===== config.mk =====
export PLATFORM = sky130hd
export DESIGN_NAME = numeric_literal_recognizer
export DESIGN_NICKNAME = d
export VERILOG_FILES = /design/src/hdl/nlr_pkg.sv /design/src/hdl/nlr_front.sv /design/src/hdl/nlr_queue.sv /design/src/hdl/nlr_back.sv /design/src/hdl/numeric_literal_recognizer.sv
export SDC_FILE = /design/constraint.sdc
export NUM_CORES = 1
export LEC_CHECK = 0
export ABC_AREA = 1
export BUFFER_PORTS_ARGS = -buffer_cell sky130_fd_sc_hd__buf_2
export CORE_MARGIN = 3
export CORE_UTILIZATION = 40
export CTS_CLUSTER_DIAMETER = 200
export DETAILED_ROUTE_END_ITERATION = 10
export PLACE_DENSITY = 0.67
export SLEW_MARGIN = 10
export SYNTH_ARGS = -nofsm -noshare
export SYNTH_HDL_FRONTEND = slang
export SYNTH_SLANG_ARGS = --single-unit

===== constraint.sdc =====
create_clock -name clock -period 3.2 [get_ports clock]
set_clock_uncertainty 0.1 [all_clocks]
set_input_delay 0.64 -clock clock [delete_from_list [all_inputs] [get_ports clock]]
set_output_delay 0.64 -clock clock [all_outputs]
set_load 0.01 [all_outputs]

===== src/hdl/nlr_pkg.sv =====
package nlr_pkg;

   localparam int MAX_LEN = 255;
   localparam int LEN_CAP_INT = (MAX_LEN < 255) ? MAX_LEN : 255;
   localparam logic [7:0] LEN_CAP = 8'(LEN_CAP_INT);

   localparam int QUEUE_DEPTH = 2;

   localparam logic [1:0] CSR_FEATURE_FLAGS = 2'd0;
   localparam logic [1:0] CSR_SEPARATOR_CHAR = 2'd1;
   localparam logic [1:0] CSR_SEPARATOR_ENABLE = 2'd2;

   localparam logic [10:0] FLAGS_RESET = 11'd0;
   localparam logic [7:0] SEPARATOR_RESET = 8'h5F;

   localparam int FLAG_HEX = 0;
   localparam int FLAG_OCT = 1;
   localparam int FLAG_BIN = 2;
   localparam int FLAG_STOP = 3;
   localparam int FLAG_EXP = 4;
   localparam int FLAG_ULL = 5;
   localparam int FLAG_D = 6;
   localparam int FLAG_F = 7;
   localparam int FLAG_J = 8;
   localparam int FLAG_L = 9;
   localparam int FLAG_I = 10;

   localparam logic [7:0] CH_ZERO = 8'h30;
   localparam logic [7:0] CH_ONE = 8'h31;
   localparam logic [7:0] CH_SEVEN = 8'h37;
   localparam logic [7:0] CH_NINE = 8'h39;
   localparam logic [7:0] CH_DOT = 8'h2E;
   localparam logic [7:0] CH_MINUS = 8'h2D;
   localparam logic [7:0] CH_LA = 8'h61;
   localparam logic [7:0] CH_LF = 8'h66;
   localparam logic [7:0] CH_UA = 8'h41;
   localparam logic [7:0] CH_UF = 8'h46;
   localparam logic [7:0] CH_LX = 8'h78;
   localparam logic [7:0] CH_UX = 8'h58;
   localparam logic [7:0] CH_LO = 8'h6F;
   localparam logic [7:0] CH_UO = 8'h4F;
   localparam logic [7:0] CH_LB = 8'h62;
   localparam logic [7:0] CH_UB = 8'h42;
   localparam logic [7:0] CH_LE = 8'h65;
   localparam logic [7:0] CH_UE = 8'h45;
   localparam logic [7:0] CH_LU = 8'h75;
   localparam logic [7:0] CH_UU = 8'h55;
   localparam logic [7:0] CH_LL = 8'h6C;
   localparam logic [7:0] CH_UL = 8'h4C;
   localparam logic [7:0] CH_LD = 8'h64;
   localparam logic [7:0] CH_UD = 8'h44;
   localparam logic [7:0] CH_UFF = 8'h46;
   localparam logic [7:0] CH_LJ = 8'h6A;
   localparam logic [7:0] CH_UJ = 8'h4A;
   localparam logic [7:0] CH_LI = 8'h69;

   typedef struct packed {
      logic [7:0] char_code;
      logic       last;
      logic       dig;
      logic       zero;
      logic       dot;
      logic       sep;
      logic       hexd;
      logic       octd;
      logic       bdig;
      logic       pfx_ok;
      logic       exp_ok;
      logic       minus;
      logic       ul_ok;
      logic       single_ok;
      logic       stop;
   } nlr_item_type;

endpackage


===== src/hdl/nlr_front.sv =====
module nlr_front (
   input  logic                 clock,
   input  logic                 reset,
   input  logic                 csr_valid,
   output logic                 csr_ready,
   input  logic [1:0]           csr_index,
   input  logic [10:0]          csr_wdata,
   input  logic [7:0]           req_char_in,
   input  logic                 req_last_char,
   output nlr_pkg::nlr_item_type item
);
   import nlr_pkg::*;

   logic [10:0] flags_ff;
   logic [7:0]  sep_char_ff;
   logic        sep_en_ff;

   assign csr_ready = 1'b1;

   always_ff @(posedge clock) begin
      if (reset) begin
         flags_ff <= FLAGS_RESET;
         sep_char_ff <= SEPARATOR_RESET;
         sep_en_ff <= 1'b0;
      end else if (csr_valid) begin
         unique case (csr_index)
            CSR_FEATURE_FLAGS: flags_ff <= csr_wdata;
            CSR_SEPARATOR_CHAR: sep_char_ff <= csr_wdata[7:0];
            CSR_SEPARATOR_ENABLE: sep_en_ff <= csr_wdata[0];
            default: ;
         endcase
      end
   end

   logic [7:0] c;
   assign c = req_char_in;

   always_comb begin
      item = '0;
      item.char_code = c;
      item.last = req_last_char;
      item.dig = (c >= CH_ZERO) && (c <= CH_NINE);
      item.zero = (c == CH_ZERO);
      item.dot = (c == CH_DOT);
      item.sep = sep_en_ff && (c == sep_char_ff);
      item.hexd = item.dig || ((c >= CH_LA) && (c <= CH_LF))
                  || ((c >= CH_UA) && (c <= CH_UF));
      item.octd = (c >= CH_ZERO) && (c <= CH_SEVEN);
      item.bdig = (c == CH_ZERO) || (c == CH_ONE);
      item.pfx_ok = (flags_ff[FLAG_HEX] && ((c == CH_LX) || (c == CH_UX)))
                    || (flags_ff[FLAG_OCT] && ((c == CH_LO) || (c == CH_UO)))
                    || (flags_ff[FLAG_BIN] && ((c == CH_LB) || (c == CH_UB)));
      item.exp_ok = flags_ff[FLAG_EXP] && ((c == CH_LE) || (c == CH_UE));
      item.minus = (c == CH_MINUS);
      item.ul_ok = flags_ff[FLAG_ULL] && ((c == CH_LU) || (c == CH_UU)
                   || (c == CH_LL) || (c == CH_UL));
      item.single_ok = (flags_ff[FLAG_D] && ((c == CH_LD) || (c == CH_UD)))
                       || (flags_ff[FLAG_F] && ((c == CH_LF) || (c == CH_UFF)))
                       || (flags_ff[FLAG_J] && ((c == CH_LJ) || (c == CH_UJ)))
                       || (flags_ff[FLAG_L] && ((c == CH_LL) || (c == CH_UL)))
                       || (flags_ff[FLAG_I] && (c == CH_LI));
      item.stop = flags_ff[FLAG_STOP];
   end

endmodule


===== src/hdl/nlr_queue.sv =====
module nlr_queue (
   input  logic                 clock,
   input  logic                 reset,
   input  logic                 push_valid,
   output logic                 push_ready,
   input  nlr_pkg::nlr_item_type push_item,
   output logic                 pop_valid,
   input  logic                 pop_ready,
   output nlr_pkg::nlr_item_type pop_item
);
   import nlr_pkg::*;

   localparam int PTR_W = (QUEUE_DEPTH > 1) ? $clog2(QUEUE_DEPTH) : 1;
   localparam int CNT_W = $clog2(QUEUE_DEPTH + 1);
   localparam logic [PTR_W-1:0] PTR_LAST = PTR_W'(QUEUE_DEPTH - 1);
   localparam logic [CNT_W-1:0] CNT_FULL = CNT_W'(QUEUE_DEPTH);

   nlr_item_type entry_ff [QUEUE_DEPTH];
   logic [PTR_W-1:0] wr_ptr_ff, wr_ptr_in;
   logic [PTR_W-1:0] rd_ptr_ff, rd_ptr_in;
   logic [CNT_W-1:0] count_ff, count_in;
   logic push, pop;

   assign push_ready = (count_ff != CNT_FULL);
   assign pop_valid = (count_ff != '0);
   assign pop_item = entry_ff[rd_ptr_ff];
   assign push = push_valid && push_ready;
   assign pop = pop_valid && pop_ready;

   always_comb begin
      wr_ptr_in = wr_ptr_ff;
      rd_ptr_in = rd_ptr_ff;
      count_in = count_ff;
      if (push) wr_ptr_in = (wr_ptr_ff == PTR_LAST) ? '0 : wr_ptr_ff + 1'b1;
      if (pop) rd_ptr_in = (rd_ptr_ff == PTR_LAST) ? '0 : rd_ptr_ff + 1'b1;
      if (push && !pop) count_in = count_ff + 1'b1;
      else if (pop && !push) count_in = count_ff - 1'b1;
   end

   always_ff @(posedge clock) begin
      if (reset) begin
         wr_ptr_ff <= '0;
         rd_ptr_ff <= '0;
         count_ff <= '0;
      end else begin
         wr_ptr_ff <= wr_ptr_in;
         rd_ptr_ff <= rd_ptr_in;
         count_ff <= count_in;
      end
   end

   always_ff @(posedge clock) begin
      if (push) entry_ff[wr_ptr_ff] <= push_item;
   end

endmodule


===== src/hdl/nlr_back.sv =====
module nlr_back (
   input  logic                 clock,
   input  logic                 reset,
   input  logic                 item_valid,
   output logic                 item_ready,
   input  nlr_pkg::nlr_item_type item,
   output logic                 rsp_valid,
   input  logic                 rsp_ready,
   output logic [7:0]           rsp_match_length,
   output logic                 rsp_length_saturated
);
   import nlr_pkg::*;

   typedef enum logic [12:0] {
      PH_START = 13'b0000000000001,
      PH_DOT   = 13'b0000000000010,
      PH_ZERO  = 13'b0000000000100,
      PH_PFX   = 13'b0000000001000,
      PH_HEX   = 13'b0000000010000,
      PH_OCT   = 13'b0000000100000,
      PH_BIN   = 13'b0000001000000,
      PH_DEC   = 13'b0000010000000,
      PH_ESIGN = 13'b0000100000000,
      PH_EXP   = 13'b0001000000000,
      PH_SUF0  = 13'b0010000000000,
      PH_SUF   = 13'b0100000000000,
      PH_DONE  = 13'b1000000000000
   } phase_type;

   typedef struct packed {
      phase_type  phase;
      logic [1:0] bumps;
      logic       la_set;
      logic       done;
   } step_type;

   function automatic step_type f_suf0(nlr_item_type it, phase_type cur);
      step_type s;
      s = '{phase: cur, bumps: 2'd0, la_set: 1'b0, done: 1'b0};
      if (it.ul_ok) begin
         s.phase = PH_SUF;
         s.bumps = 2'd1;
         s.la_set = 1'b1;
      end else begin
         s.phase = PH_SUF0;
         s.bumps = {1'b0, it.single_ok};
         s.done = 1'b1;
      end
      return s;
   endfunction

   function automatic step_type f_dec(nlr_item_type it, phase_type cur);
      step_type s;
      s = '{phase: PH_DEC, bumps: 2'd1, la_set: 1'b0, done: 1'b0};
      if (!(it.dig || it.sep || it.dot)) begin
         if (it.exp_ok) s.phase = PH_ESIGN;
         else s = f_suf0(it, cur);
      end
      return s;
   endfunction

   function automatic step_type f_exp(nlr_item_type it, phase_type cur);
      step_type s;
      s = '{phase: PH_EXP, bumps: 2'd1, la_set: 1'b0, done: 1'b0};
      if (!(it.dig || it.sep || it.dot)) s = f_suf0(it, cur);
      return s;
   endfunction

   function automatic step_type f_radix(nlr_item_type it, phase_type ph, phase_type cur);
      step_type s;
      logic ok;
      s = '{phase: ph, bumps: 2'd1, la_set: 1'b0, done: 1'b0};
      ok = (ph == PH_HEX) ? it.hexd : ((ph == PH_OCT) ? it.octd : it.bdig);
      if (!(ok || it.sep)) begin
         if (it.stop) begin
            s.bumps = 2'd0;
            s.done = 1'b1;
         end else begin
            s = f_dec(it, cur);
         end
      end
      return s;
   endfunction

   phase_type  phase_ff, phase_in;
   logic [7:0] count_ff, count_in;
   logic       ovf_ff, ovf_in;
   logic [7:0] la_ff, la_in;
   logic [1:0] sp_ff, sp_in;
   logic       given_ff, given_in;
   logic       rsp_valid_ff, rsp_valid_in;
   logic [7:0] rsp_len_ff;
   logic       rsp_sat_ff;

   step_type   s;
   phase_type  pfx_kind;
   logic       want_l;
   logic       pop, emit;
   logic [7:0] c;

   assign c = item.char_code;
   assign item_ready = !rsp_valid_ff || rsp_ready;
   assign pop = item_valid && item_ready;

   always_comb begin
      if ((la_ff == CH_LX) || (la_ff == CH_UX)) pfx_kind = PH_HEX;
      else if ((la_ff == CH_LO) || (la_ff == CH_UO)) pfx_kind = PH_OCT;
      else pfx_kind = PH_BIN;
      want_l = ((la_ff == CH_LU) && (c == CH_LL)) || ((la_ff == CH_UU) && (c == CH_UL));
   end

   always_comb begin
      s = '{phase: phase_ff, bumps: 2'd0, la_set: 1'b0, done: 1'b0};
      unique case (phase_ff) inside
         PH_START: begin
            if (item.dig) begin
               s.bumps = 2'd1;
               s.phase = item.zero ? PH_ZERO : PH_DEC;
            end else if (item.dot) begin
               s.phase = PH_DOT;
            end else begin
               s.done = 1'b1;
            end
         end
         PH_DOT: begin
            if (item.dig) begin
               s.bumps = 2'd2;
               s.phase = PH_DEC;
            end else begin
               s.done = 1'b1;
            end
         end
         PH_ZERO: begin
            if (item.pfx_ok) begin
               s.la_set = 1'b1;
               s.phase = PH_PFX;
            end else begin
               s = f_dec(item, phase_ff);
            end
         end
         PH_PFX: begin
            s = f_radix(item, pfx_kind, phase_ff);
            s.bumps = s.bumps + 2'd1;
         end
         PH_HEX, PH_OCT, PH_BIN: s = f_radix(item, phase_ff, phase_ff);
         PH_DEC: s = f_dec(item, phase_ff);
         PH_ESIGN: begin
            if (item.minus) begin
               s.bumps = 2'd1;
               s.phase = PH_EXP;
            end else begin
               s = f_exp(item, phase_ff);
            end
         end
         PH_EXP: s = f_exp(item, phase_ff);
         PH_SUF0: s = f_suf0(item, phase_ff);
         PH_SUF: begin
            s.done = 1'b1;
            if (sp_ff == 2'd1) begin
               if (want_l) begin
                  s.bumps = 2'd1;
                  s.done = 1'b0;
               end else if (((la_ff == CH_LL) && (c == CH_LL))
                            || ((la_ff == CH_UL) && (c == CH_UL))) begin
                  s.bumps = 2'd1;
               end
            end else begin
               s.bumps = {1'b0, want_l};
            end
         end
         default: s.done = 1'b1;
      endcase
   end

   always_comb begin
      phase_in = phase_ff;
      count_in = count_ff;
      ovf_in = ovf_ff;
      la_in = la_ff;
      sp_in = sp_ff;
      given_in = given_ff;
      emit = 1'b0;
      if (pop) begin
         if (!given_ff) begin
            for (int i = 0; i < 2; i++) begin
               if (2'(i) < s.bumps) begin
                  if (count_in < LEN_CAP) count_in = count_in + 8'd1;
                  else ovf_in = 1'b1;
               end
            end
            phase_in = s.phase;
            if (s.la_set) la_in = c;
            else if (phase_ff == PH_PFX) la_in = '0;
            if (s.phase == PH_SUF && phase_ff != PH_SUF) sp_in = 2'd1;
            else if (phase_ff == PH_SUF && sp_ff == 2'd1 && want_l) sp_in = 2'd2;
            if (s.done || item.last) begin
               emit = 1'b1;
               given_in = 1'b1;
               phase_in = PH_DONE;
            end
         end
         if (item.last) begin
            phase_in = PH_START;
            la_in = '0;
            sp_in = '0;
            given_in = 1'b0;
         end
      end
      rsp_valid_in = (rsp_valid_ff && !rsp_ready) || emit;
   end

   always_ff @(posedge clock) begin
      if (reset) begin
         phase_ff <= PH_START;
         count_ff <= '0;
         ovf_ff <= 1'b0;
         la_ff <= '0;
         sp_ff <= '0;
         given_ff <= 1'b0;
         rsp_valid_ff <= 1'b0;
      end else begin
         phase_ff <= phase_in;
         count_ff <= (pop && item.last) ? '0 : count_in;
         ovf_ff <= (pop && item.last) ? 1'b0 : ovf_in;
         la_ff <= la_in;
         sp_ff <= sp_in;
         given_ff <= given_in;
         rsp_valid_ff <= rsp_valid_in;
      end
   end

   always_ff @(posedge clock) begin
      if (emit) begin
         rsp_len_ff <= count_in;
         rsp_sat_ff <= ovf_in;
      end
   end

   assign rsp_valid = rsp_valid_ff;
   assign rsp_match_length = rsp_len_ff;
   assign rsp_length_saturated = rsp_sat_ff;

   a_given_done: assert property (@(posedge clock) disable iff (reset)
      given_ff == (phase_ff == PH_DONE))
      else $error("result flag and done phase disagree");

   a_sat_cap: assert property (@(posedge clock) disable iff (reset)
      rsp_valid_ff && rsp_sat_ff |-> rsp_len_ff == LEN_CAP)
      else $error("saturated length below cap");

   a_suf_prog: assert property (@(posedge clock) disable iff (reset)
      (phase_ff == PH_SUF) |-> (sp_ff != 2'd0))
      else $error("suffix phase without progress");

   a_last_clears: assert property (@(posedge clock) disable iff (reset)
      pop && item.last |=> phase_ff == PH_START && count_ff == 8'd0 && !ovf_ff)
      else $error("end mark did not clear state");

endmodule


===== src/hdl/numeric_literal_recognizer.sv =====
// The request that ends a literal is queued, then the back end registers rsp_valid.
// One request per cycle, set by the back-end recognizer step, while the queue has room.
// A two-entry queue decouples request acceptance from response stalls.
// Reset: synchronous, active high; clears recognizer state, queue and response register,
// and returns configuration to its defaults. No clearing pass is needed.
module numeric_literal_recognizer (
   input  logic        clock,
   input  logic        reset,
   input  logic        req_valid,
   output logic        req_ready,
   input  logic [7:0]  req_char_in,
   input  logic        req_last_char,
   output logic        rsp_valid,
   input  logic        rsp_ready,
   output logic [7:0]  rsp_match_length,
   output logic        rsp_length_saturated,
   input  logic        csr_valid,
   output logic        csr_ready,
   input  logic [1:0]  csr_index,
   input  logic [10:0] csr_wdata
);
   import nlr_pkg::*;

   nlr_item_type front_item;
   nlr_item_type q_item;
   logic         q_valid;
   logic         q_ready;

   nlr_front u_front (
      .clock         (clock),
      .reset         (reset),
      .csr_valid     (csr_valid),
      .csr_ready     (csr_ready),
      .csr_index     (csr_index),
      .csr_wdata     (csr_wdata),
      .req_char_in   (req_char_in),
      .req_last_char (req_last_char),
      .item          (front_item)
   );

   nlr_queue u_queue (
      .clock      (clock),
      .reset      (reset),
      .push_valid (req_valid),
      .push_ready (req_ready),
      .push_item  (front_item),
      .pop_valid  (q_valid),
      .pop_ready  (q_ready),
      .pop_item   (q_item)
   );

   nlr_back u_back (
      .clock                (clock),
      .reset                (reset),
      .item_valid           (q_valid),
      .item_ready           (q_ready),
      .item                 (q_item),
      .rsp_valid            (rsp_valid),
      .rsp_ready            (rsp_ready),
      .rsp_match_length     (rsp_match_length),
      .rsp_length_saturated (rsp_length_saturated)
   );

endmodule

==> qor.csv, run 1 <==
metric,value,unit
library cells used by synthesis,51,
Starting Density,41.39,%
Syn. warnings,0,
crit path from,u_back.phase_ff[8],
Die X,129.3,um
cts bufs inserted,9,
Critical Path RT,3210,ps
Core Box Area,14700,sq um
Post-synth ARST share,0,%
row count,44,
Slew headroom,51.05,%
remaining antenna violation count after routing,0,
initial drt markers,359,
DIE AREA,16730,sq um
hold path startpoint,u_queue.rd_ptr_ff,
antenna cells,0,
via count,5365,
Avg WL per Cell,13.48,um
clock insertion delay at the later pin of the skew report,360,ps
DRT Wirelength,14.19,mm
Final Hold Fails,0,
Cells after Synth,825,
Pleak,2.929,nW
most frequent cells in the layout,"nand2_1 (214), inv_1 (115), nor2_1 (91)",
RR Startpoint,u_back.phase_ff[8],
routed vias/inst,5.100,
Slew Limit Fails,0,
Startpoint Class,flip-flop,
mean area per synthesized cell,7.375,sq um
grt ovf,0,
"commonest non-fill, non-tap cell in the layout",nand2_1,
number of flops mapped to enable cells by yosys,53,
RePlAce Congestion,0.9469,
fmax,354.0,MHz
vias in the first global route,5013,
final setup violation count,0,
# nets final,892,
Least-Margin Pin Slew,733.5,ps
Worst-path clk slew,70,ps
Syn Std Cell Area,6085,sq um
Max Root-Sink Buffers,2,
outcome,"finished, final reports clean",
die extent in y,129.3,um
Root Driver,clkbuf_16,
placed cell count,1036,
Worst setup EP type,flip-flop,
#FFs+latches synth,112,
initial antenna violation count,0,
Syn Nets,854,
Post-DP HPWL,10.79,mm
Fillers,1483,
cell area power density,691.3,nW/um^2
Syn-to-layout area delta,11.08,%
layout cell share with drive strength beyond 1,12.33,%
critical path arrival,2840,ps
1st-pass router iterations,5,
post-synthesis sequential area ratio,45.57,%
DR DRC count,0,
first-pass GRT wire length,23.43,mm
top_reg_cell synth,dfxtp_1,
CP max FO,13,
Post-Layout Cell Count,1052,
post-route minimum period,2825,ps
RSZ-0062 raised after global routing,false,
Final period util,88.28,%
CTS Hold Buffers Added,0,
H-tree Lvls,3,
CTS tree,done,
Total GRT Usage,17.46,%
Port Buffers,37,
max_cap viols,0,
I/O Pins,39,
Min-Delay Path Class,reg -> reg,
largest net degree at the start of global routing,28,
Worst VDD drop,0.3631,mV
kind of critical path,reg -> reg,
setup TNS,0,ps
TritonCTS Sinks,112,
## area by class of cell
class                      count  area (sq um)  share of cell area, %
timing repair buffer          45         257.7                  3.813
multi-input combinational    572          2760                  40.84
tap                          184         230.2                  3.406
sequential                   112          2773                  41.02
inverter                     123         461.7                  6.831
clock inverter                 6         43.79                 0.6479
clock buffer                  10         232.7                  3.443
## Yosys cell counts, types with 3 or more instances
cell type	count	area share, %
nand3_1	56	4.6
nor2_1	93	5.7
a21oi_1	49	4.0
o21ai_0	45	3.7
xor2_1	4	0.58
nor4_1	3	0.31
buf_6	3	0.56
inv_1	114	7.0
o21ai_2	4	0.58
inv_2	7	0.43
o2111ai_1	4	0.58
nor3_1	13	1.1
nor2_2	9	0.93
nand3_2	3	0.49
clkbuf_1	10	0.62
dfxtp_1	59	19
nand4_1	17	1.7
nand2_1	214	13
edfxtp_1	53	26
o211ai_1	5	0.62
nand2_2	14	1.4
nand3b_1	4	0.49
nor2_4	3	0.56
## per-stage QoR
stage | total power (W) | instance area (sq um) | hold WS, ps | util [%] | setup slack (ps)
6_report | 0.004672 | 6759 | 360.7 | 45.98 | 375.2
5_1_grt | 0.005010 | 6759 | 367.8 | 45.98 | 18.77
4_1_cts | 0.004701 | 6754 | 358.3 | 45.95 | 301.7
3_5_place_dp | 0.003633 | 6477 | 347.7 | 44.07 | 334.8
3_3_place_gp | 0.003628 | 6477 | 335.1 | 44.07 | 380.0
2_1_floorplan | 0.003168 | 6085 | 320.3 | - | 737.1
## where the power goes
| part | switching [W] | internal, W |
|---|---|---|
| Clock | 0.000517 | 0.000544 |
| Combinational | 0.00124 | 0.000525 |
| Sequential | 0.0000903 | 0.00175 |
## flip-flops by register name, summed over array words and instances (netlist names), named ones only
register and cells:
u_queue.entry_ff 44, u_back.phase_ff 13, u_front.flags_ff 11, u_back.count_ff 8, u_back.la_ff 8, u_back.rsp_match_length 8, u_front.sep_char_ff 8, u_back.sp_ff 2
u_queue.count_ff 2, u_back.given_ff 1, u_back.ovf_ff 1, u_back.rsp_length_saturated 1, u_back.rsp_valid 1, u_front.sep_en_ff 1, u_queue.rd_ptr_ff 1, u_queue.wr_ptr_ff 1
## cells by family after synthesis
| group | count (synthesis) | synth area share [%] |
|---|---|---|
| xor+xnor | 5 | 0.7197 |
| fa+ha+maj | 2 | 0.4112 |
| mux | 1 | 0.1645 |
| buf+inv | 141 | 9.233 |
| simple gates | 438 | 31.91 |
| compound gates | 125 | 11.93 |
| other cells | 1 | 0.06163 |
| flops | 112 | 45.57 |
## metal layers
| metal | up-vias | wire (um) | global-route usage [%] |
|---|---|---|---|
| met5 | - | 0 | 0 |
| met2 | 125 | 6644 | 28.66 |
| li1 | 2774 | - | - |
| met1 | 2440 | 6500 | 22.26 |
| met4 | 0 | 433 | 7.659 |
| met3 | 26 | 608 | 3.710 |
## path summary, 6_finish.rpt
check / end / slack (ps) / depth (start not counted)
worst max-delay path: u_back.rsp_match_length[6] / 380 / 22
worst min-delay path: u_queue.rd_ptr_ff / 360 / 1
worst max register to register: u_back.rsp_match_length[6] / 380 / 22
worst min register to register: u_queue.rd_ptr_ff / 360 / 1
## critical path: stages, from the launching register on
cell	delay, ps
dfxtp_1	360
nor2_2	150
nand2_2	100
nor2_4	200
inv_2	90
nor2_4	110
inv_2	60
nor2_4	150
inv_2	70
nand3_2	70
nor2_2	50
nand2_4	130
nand2_1	120
nand2_1	80
nand2_1	80
inv_2	90
nand2_2	60
inv_2	60
nand3_1	120
nor2_2	140
nand3b_1	80
nand2_1	80
nand2_1	50
## repair_timing
item	in CTS	in global routing
buffers inserted	0	0
endpoints found under the setup margin	0	3
resized for setup	0	1
Note: power is estimated with default switching activity, not from simulation.
==> inputs of run 2 (changes only) <==
==> constraint.sdc (replaced) <==
create_clock -name clock -period 3.2 [get_ports clock]
set_clock_uncertainty 0.1 [all_clocks]
set_input_delay 0.48 -clock clock [delete_from_list [all_inputs] [get_ports clock]]
set_output_delay 0.48 -clock clock [all_outputs]
set_load 0.01 [all_outputs]
==> run 2 against run 1 <==
Routed wire length increased by 0.50%; hold slack got worse by 150 ps; maximum frequency fell by 1.3%; utilization about the same; setup slack worse by 39 ps; register-to-register slack worse by 40 ps; critical path depth shrank 2; largest cell class unchanged; cell area hardly changed; final cell count about the same; critical endpoint is now u_back.rsp_match_length[2]; die area stayed put; sequential share of layout area is essentially flat; power up 0.69%.
==> qor.csv, run 2 (same netlist as run 1, synthesis figures left out) <==
metric,value,unit
1st-pass router iterations,4,
Final Worst Setup Slack,336.7,ps
Critical path destination,u_back.rsp_match_length[2],
placed cell count,1037,
Post-Layout Cell Count,1053,
Final Hold Fails,0,
"commonest non-fill, non-tap cell in the layout",nand2_1,
Min-Delay Path Class,in -> reg,
Biggest register,u_queue.entry_ff,
row count,44,
FF-to-FF setup slack,340,ps
Max Root-Sink Buffers,2,
switching part of the total power,40.15,%
Starting Density,41.39,%
TritonCTS Sinks,112,
Syn-to-layout area delta,11.17,%
vias in the first global route,4801,
GR peak layer,met2,
Die X,129.3,um
Avg WL per Cell,13.54,um
Setup WS pre-CTS,287.7,ps
cell area power density,695.6,nW/um^2
I/O Pins,39,
critical path arrival,2880,ps
antenna cells,0,
Final period util,89.48,%
Post-DP HPWL,10.91,mm
Worst-path clk slew,70,ps
cells on worst reg2reg path,20,
Largest register FFs,44,
# nets final,893,
Root Driver,clkbuf_16,
crit path from,u_back.phase_ff[1],
Total GRT Usage,17.27,%
most frequent cells in the layout,"nand2_1 (214), inv_1 (114), nor2_1 (91)",
RR Startpoint,u_back.phase_ff[1],
final setup violation count,0,
Least-Margin Pin Slew,700.8,ps
CP max FO,13,
remaining antenna violation count after routing,0,
Startpoint Class,flip-flop,
P_int,0.002816,W
RSZ-0062 raised after global routing,false,
routing usage on met1,22.20,%
initial antenna violation count,0,
CTS tree,done,
Worst setup EP type,flip-flop,
worst reg2reg endpoint,u_back.rsp_match_length[2],
combinational share of power,37.8,%
Critical Path RT,3210,ps
H-tree Lvls,3,
Psw,0.001889,W
routed vias/inst,5.030,
post-route minimum period,2863,ps
GR Util met3,4.163,%
cts bufs inserted,9,
Slew headroom,53.23,%
fmax,349.2,MHz
met2 usage,29.15,%
kind of critical path,reg -> reg,
setup TNS,0,ps
clock share of power,23.1,%
post-layout util,46.02,%
via count,5297,
Slew Limit Fails,0,
CTS Hold Buffers Added,0,
DIE AREA,16730,sq um
largest net degree at the start of global routing,27,
leading registers by flop count,"u_queue.entry_ff (44), u_back.phase_ff (13), u_front.flags_ff (11)",
die extent in y,129.3,um
first-pass GRT wire length,23.00,mm
max_cap viols,0,
outcome,"finished, final reports clean",
RePlAce Congestion,0.9634,
DR DRC count,0,
initial drt markers,356,
Core Box Area,14700,sq um
Pleak,2.923,nW
Port Buffers,37,
DRT Wirelength,14.26,mm
layout cell share with drive strength beyond 1,12.43,%
clock insertion delay at the later pin of the skew report,360,ps
grt ovf,0,
Flop pwr share,39.1,%
Worst VDD drop,0.4148,mV
[run 2: critical path: stages, from the launching register on]
cell and delay [ps]:
dfxtp_1 370, nor2_1 150, nand2_1 170, inv_1 170
nand3_1 130, nand2_1 90, nand3_1 130, nand3_1 110
nand2_1 90, nand2_4 160, nand2_1 120, nand2_1 80
nand2_1 80, inv_2 90, nand3_2 100, nor2_2 100
nand2_2 90, nand3_1 100, nand2_1 60, nand2_1 70
nand2_1 50
[run 2: layout make-up]
class,instances,area [sq um]
fill,1477,7935
sequential,112,2773
multi-input combinational,572,2760
inverter,123,461.7
timing repair buffer,46,256.5
tap,184,230.2
clock buffer,10,229.0
clock inverter,6,53.80
[run 2: through the flow]
stage          power, W  hold WS (ps)  instance area [sq um]
2_1_floorplan  0.003168         320.3                   6085
3_3_place_gp   0.003624         339.6                   6472
3_5_place_dp   0.003640         347.3                   6472
4_1_cts        0.004725         206.5                   6755
5_1_grt        0.005014         208.5                   6764
6_report       0.004705         215.0                   6764
[run 2: worst min-delay path by stage]
stage | from | to | slack [ps] | cells after the start
CTS | req_last_char | u_queue.entry_ff[1][13] | 210 | 1
floorplan | u_front.flags_ff[3] | u_queue.entry_ff[0][0] | 320 | 0
global placement | u_queue.rd_ptr_ff | u_queue.rd_ptr_ff | 340 | 1
finish | req_last_char | u_queue.entry_ff[0][13] | 210 | 1
global route | req_last_char | u_queue.entry_ff[0][13] | 210 | 1
detailed placement | u_back.sp_ff[1] | u_back.sp_ff[1] | 350 | 2
[run 2: timing repair]
action,in CTS,in global routing
buffers inserted,0,0
setup endpoints to repair,0,3
gates resized for setup,0,2
[run 2: power by group through the flow]
stage	Combinational (W)	Sequential [W]	Clock, W
floorplan	0.00128	0.00189	0
global placement	0.00176	0.00186	0
detailed placement	0.00177	0.00187	0
CTS	0.00177	0.00184	0.00111
global route	0.00198	0.00186	0.00117
finish	0.00178	0.00184	0.00108
[run 2: per-layer routing]
metal / share of wire [%] / wire (um) / up-vias
li1: - / - / 2765
met1: 46 / 6606 / 2410
met2: 48 / 6858 / 105
met3: 3.9 / 553 / 17
met4: 1.7 / 239 / 0
met5: 0 / 0 / -
==> inputs of run 3 (changes only) <==
--- a/config.mk
+++ b/config.mk
@@ -15,4 +15,5 @@
 export SLEW_MARGIN = 10
 export SYNTH_ARGS = -nofsm -noshare
 export SYNTH_HDL_FRONTEND = slang
+export SYNTH_HIERARCHICAL = 1
 export SYNTH_SLANG_ARGS = --single-unit
==> run 3 against run 2 <==
Combinational power grew 37%; die area increased by 8.6%; hold slack better by 2.3 ps; synthesized cell count grew 8.4%; critical path type unchanged; first-iteration DRC count grew 18%; cell area increased by 12%; maximum frequency down 6.4%; utilization rose by 1.1 points.
==> qor.csv, run 3 <==
metric,value,unit
Post-synth ARST share,0,%
# nets final,968,
cell area power density,747.7,nW/um^2
GR Util met3,3.689,%
Startpoint Class,flip-flop,
Final Hold Fails,0,
top-count cell post-synth,nand2_1,
Syn. warnings,6,
Post-DP HPWL,12.16,mm
Root Driver,clkbuf_16,
Flop pwr share,34.1,%
#FFs+latches synth,112,
Max Root-Sink Buffers,2,
CTS tree,done,
Core Box Area,16060,sq um
grt ovf,0,
routed vias/inst,5.096,
Cells after Synth,894,
Slowest cell on crit path,dfxtp_4,
vias in the first global route,5498,
DRT Wirelength,16.22,mm
CTS Hold Buffers Added,0,
Biggest register,u_queue/entry_ff,
Starting Density,41.30,%
synth top area cells,"edfxtp_1 (24%), dfxtp_1 (18%), nand2_1 (13%)",
Total GRT Usage,18.00,%
cts bufs inserted,9,
Worst VDD drop,0.3992,mV
critical path arrival,3070,ps
H-tree Lvls,3,
max_cap viols,0,
final setup violation count,0,
FF-to-FF setup slack,140,ps
DIE AREA,18160,sq um
Port Buffers,37,
fmax,327.0,MHz
Slew headroom,63.97,%
die extent in y,134.8,um
Syn-to-layout area delta,14.17,%
routing usage on met1,23.23,%
Commonest cells post-synth,"nand2_1 (229), nor2_1 (118), inv_1 (113)",
Min-Delay Path Class,in -> reg,
kind of critical path,reg -> reg,
top_reg_cell synth,dfxtp_1,
first-pass GRT wire length,26.40,mm
post-route minimum period,3058,ps
Largest register FFs,44,
met2 usage,29.54,%
Syn Std Cell Area,6631,sq um
Critical Path RT,3210,ps
layout cell share with drive strength beyond 1,18.64,%
"most used cell, CP",nand2_1,
P_int,0.003412,W
1st-pass router iterations,6,
Pleak,3.361,nW
post-synthesis sequential area ratio,41.81,%
crit-path max cell delay,400,ps
Syn Nets,923,
post-layout util,47.15,%
number of flops mapped to enable cells by yosys,53,
TritonCTS Sinks,112,
area of the multi-input gates,3291,sq um
Final period util,95.57,%
Critical path destination,u_back/rsp_match_length[2],
Worst-path clk slew,70,ps
Avg WL per Cell,13.99,um
mean area per synthesized cell,7.418,sq um
Area after DPL,7022,sq um
share of the synthesized area in the top cell type,24.00,%
Slew Limit Fails,0,
Least-Margin Pin Slew,536.3,ps
largest net degree at the start of global routing,23,
library cells used by synthesis,49,
clock insertion delay at the later pin of the skew report,350,ps
WP depth,20,
clock share of power,22.8,%
combinational share of power,43.1,%
outcome,"finished, final reports clean",
I/O Pins,39,
CP top delay family,simple AND/OR/NAND/NOR gates,
DR DRC count,0,
initial drt markers,419,
row count,46,
largest area contributor in the netlist,edfxtp_1,
initial antenna violation count,0,
CP Buf/Inv Count,2,
remaining antenna violation count after routing,0,
Psw,0.002249,W
GR peak layer,met2,
most frequent cells in the layout,"nand2_1 (225), nor2_1 (113), inv_1 (112)",
via count,5911,
critical path cell sequence,buf_12 -> mux2_4 -> nor2_4 -> inv_2 -> nor2_8 -> nand3_4 -> nand2_4 -> nand3_2 -> a21oi_2 -> nand3_2 -> nand2_1 -> nand2_1 -> nand2_2 -> nand3_1 -> nor2_2 -> nand2_2 -> nand3_2 -> nand2_1 -> nand2_2 -> nand2_1,
worst reg2reg endpoint,u_back/rsp_match_length[2],
"commonest non-fill, non-tap cell in the layout",nand2_1,
RePlAce Congestion,0.9638,
Worst setup EP type,flip-flop,
switching part of the total power,39.73,%
Fillers,1563,
RSZ-0062 raised after global routing,true,
FF/Latch Area,2776,sq um
CP max FO,6,
antenna cells,0,
fin area,7571,sq um
leading registers by flop count,"u_queue/entry_ff (44), u_back/phase_ff (13), u_front/flags_ff (11)",
cells on worst reg2reg path,20,
Die X,134.8,um
## run 3: worst min path at each step
stage	startpoint	endpoint	slack, ps	cells past startpoint
2_1_floorplan	u_front/sep_en_ff	u_front/sep_en_ff	320	2
4_1_cts	req_last_char	u_queue/entry_ff[0][13]	200	1
6_report	req_last_char	u_queue/entry_ff[0][13]	220	1
3_3_place_gp	u_front/sep_en_ff	u_front/sep_en_ff	340	2
3_5_place_dp	u_front/sep_en_ff	u_front/sep_en_ff	340	2
5_1_grt	req_last_char	u_queue/entry_ff[0][13]	210	1
## run 3: metrics by stage
step,power (W),setup slack (ps),hold WS (ps),std cells,setup TNS (ps)
final,0.005661,141.7,217.3,1160,0
after global routing,0.006033,-78.14,206.7,1160,-156.1
after global placement,0.004151,139.4,336.2,1134,0
after floorplan,0.003587,178.7,323.7,894,0
after CTS,0.005471,15.13,202.8,1150,0
after detailed placement,0.004162,39.37,341.2,1134,0
## run 3: power by group through the flow
stage                     Clock [W]  Combinational (W)  Sequential (W)
after global routing        0.00138            0.00269         0.00196
after detailed placement          0            0.00221         0.00195
after floorplan                   0            0.00162         0.00197
final                       0.00129            0.00244         0.00193
after global placement            0            0.00220         0.00195
after CTS                   0.00133            0.00222         0.00192
## run 3: cell type report
type                    count  share of cell area (%)
repair buffers             60                   5.354
well taps                 216                   3.570
flip-flops and latches    112                   36.67
multi-input cells         631                   43.46
inverters                 125                   6.230
clock buffers              10                   3.305
clock inverters             6                   1.405
## run 3: repair_timing
| action | in CTS | in global routing |
|---|---|---|
| setup buffers | 0 | 8 |
| gates resized for setup | 0 | 22 |
| endpoints found under the setup margin | 0 | 23 |
## run 3: worst register-to-register path, stage by stage, from the launching register on
cell and delay (ps):
dfxtp_4 400, buf_12 130, mux2_4 320, nor2_4 160, inv_2 80, nor2_8 100, nand3_4 100, nand2_4 100
nand3_2 90, a21oi_2 210, nand3_2 140, nand2_1 80, nand2_1 60, nand2_2 110, nand3_1 110, nor2_2 160
nand2_2 100, nand3_2 80, nand2_1 70, nand2_2 80, nand2_1 50
## run 3: logic make-up (layout without fill, tap and decap cells)
group                    Yosys count  count (layout)  synth area share [%]
AND/OR/NAND/NOR                  509             509                 35.32
buffers and inverters            151             201                 9.830
flip-flops                       112             112                 41.81
AO/OA/AOI/OAI                     94              94                 8.472
multiplexers                      22              22                 3.736
XOR/XNOR                           3               3                0.3963
adder cells (fa/ha/maj)            2               2                0.3773
other                              1               1               0.05655
## run 3: metal layers
metal	vias to the layer above	wire length (um)	share of wire, %
li1	3011	-	-
met1	2682	7187	44
met4	0	497	3.1
met5	-	0	0
met3	41	825	5.1
met2	177	7713	48
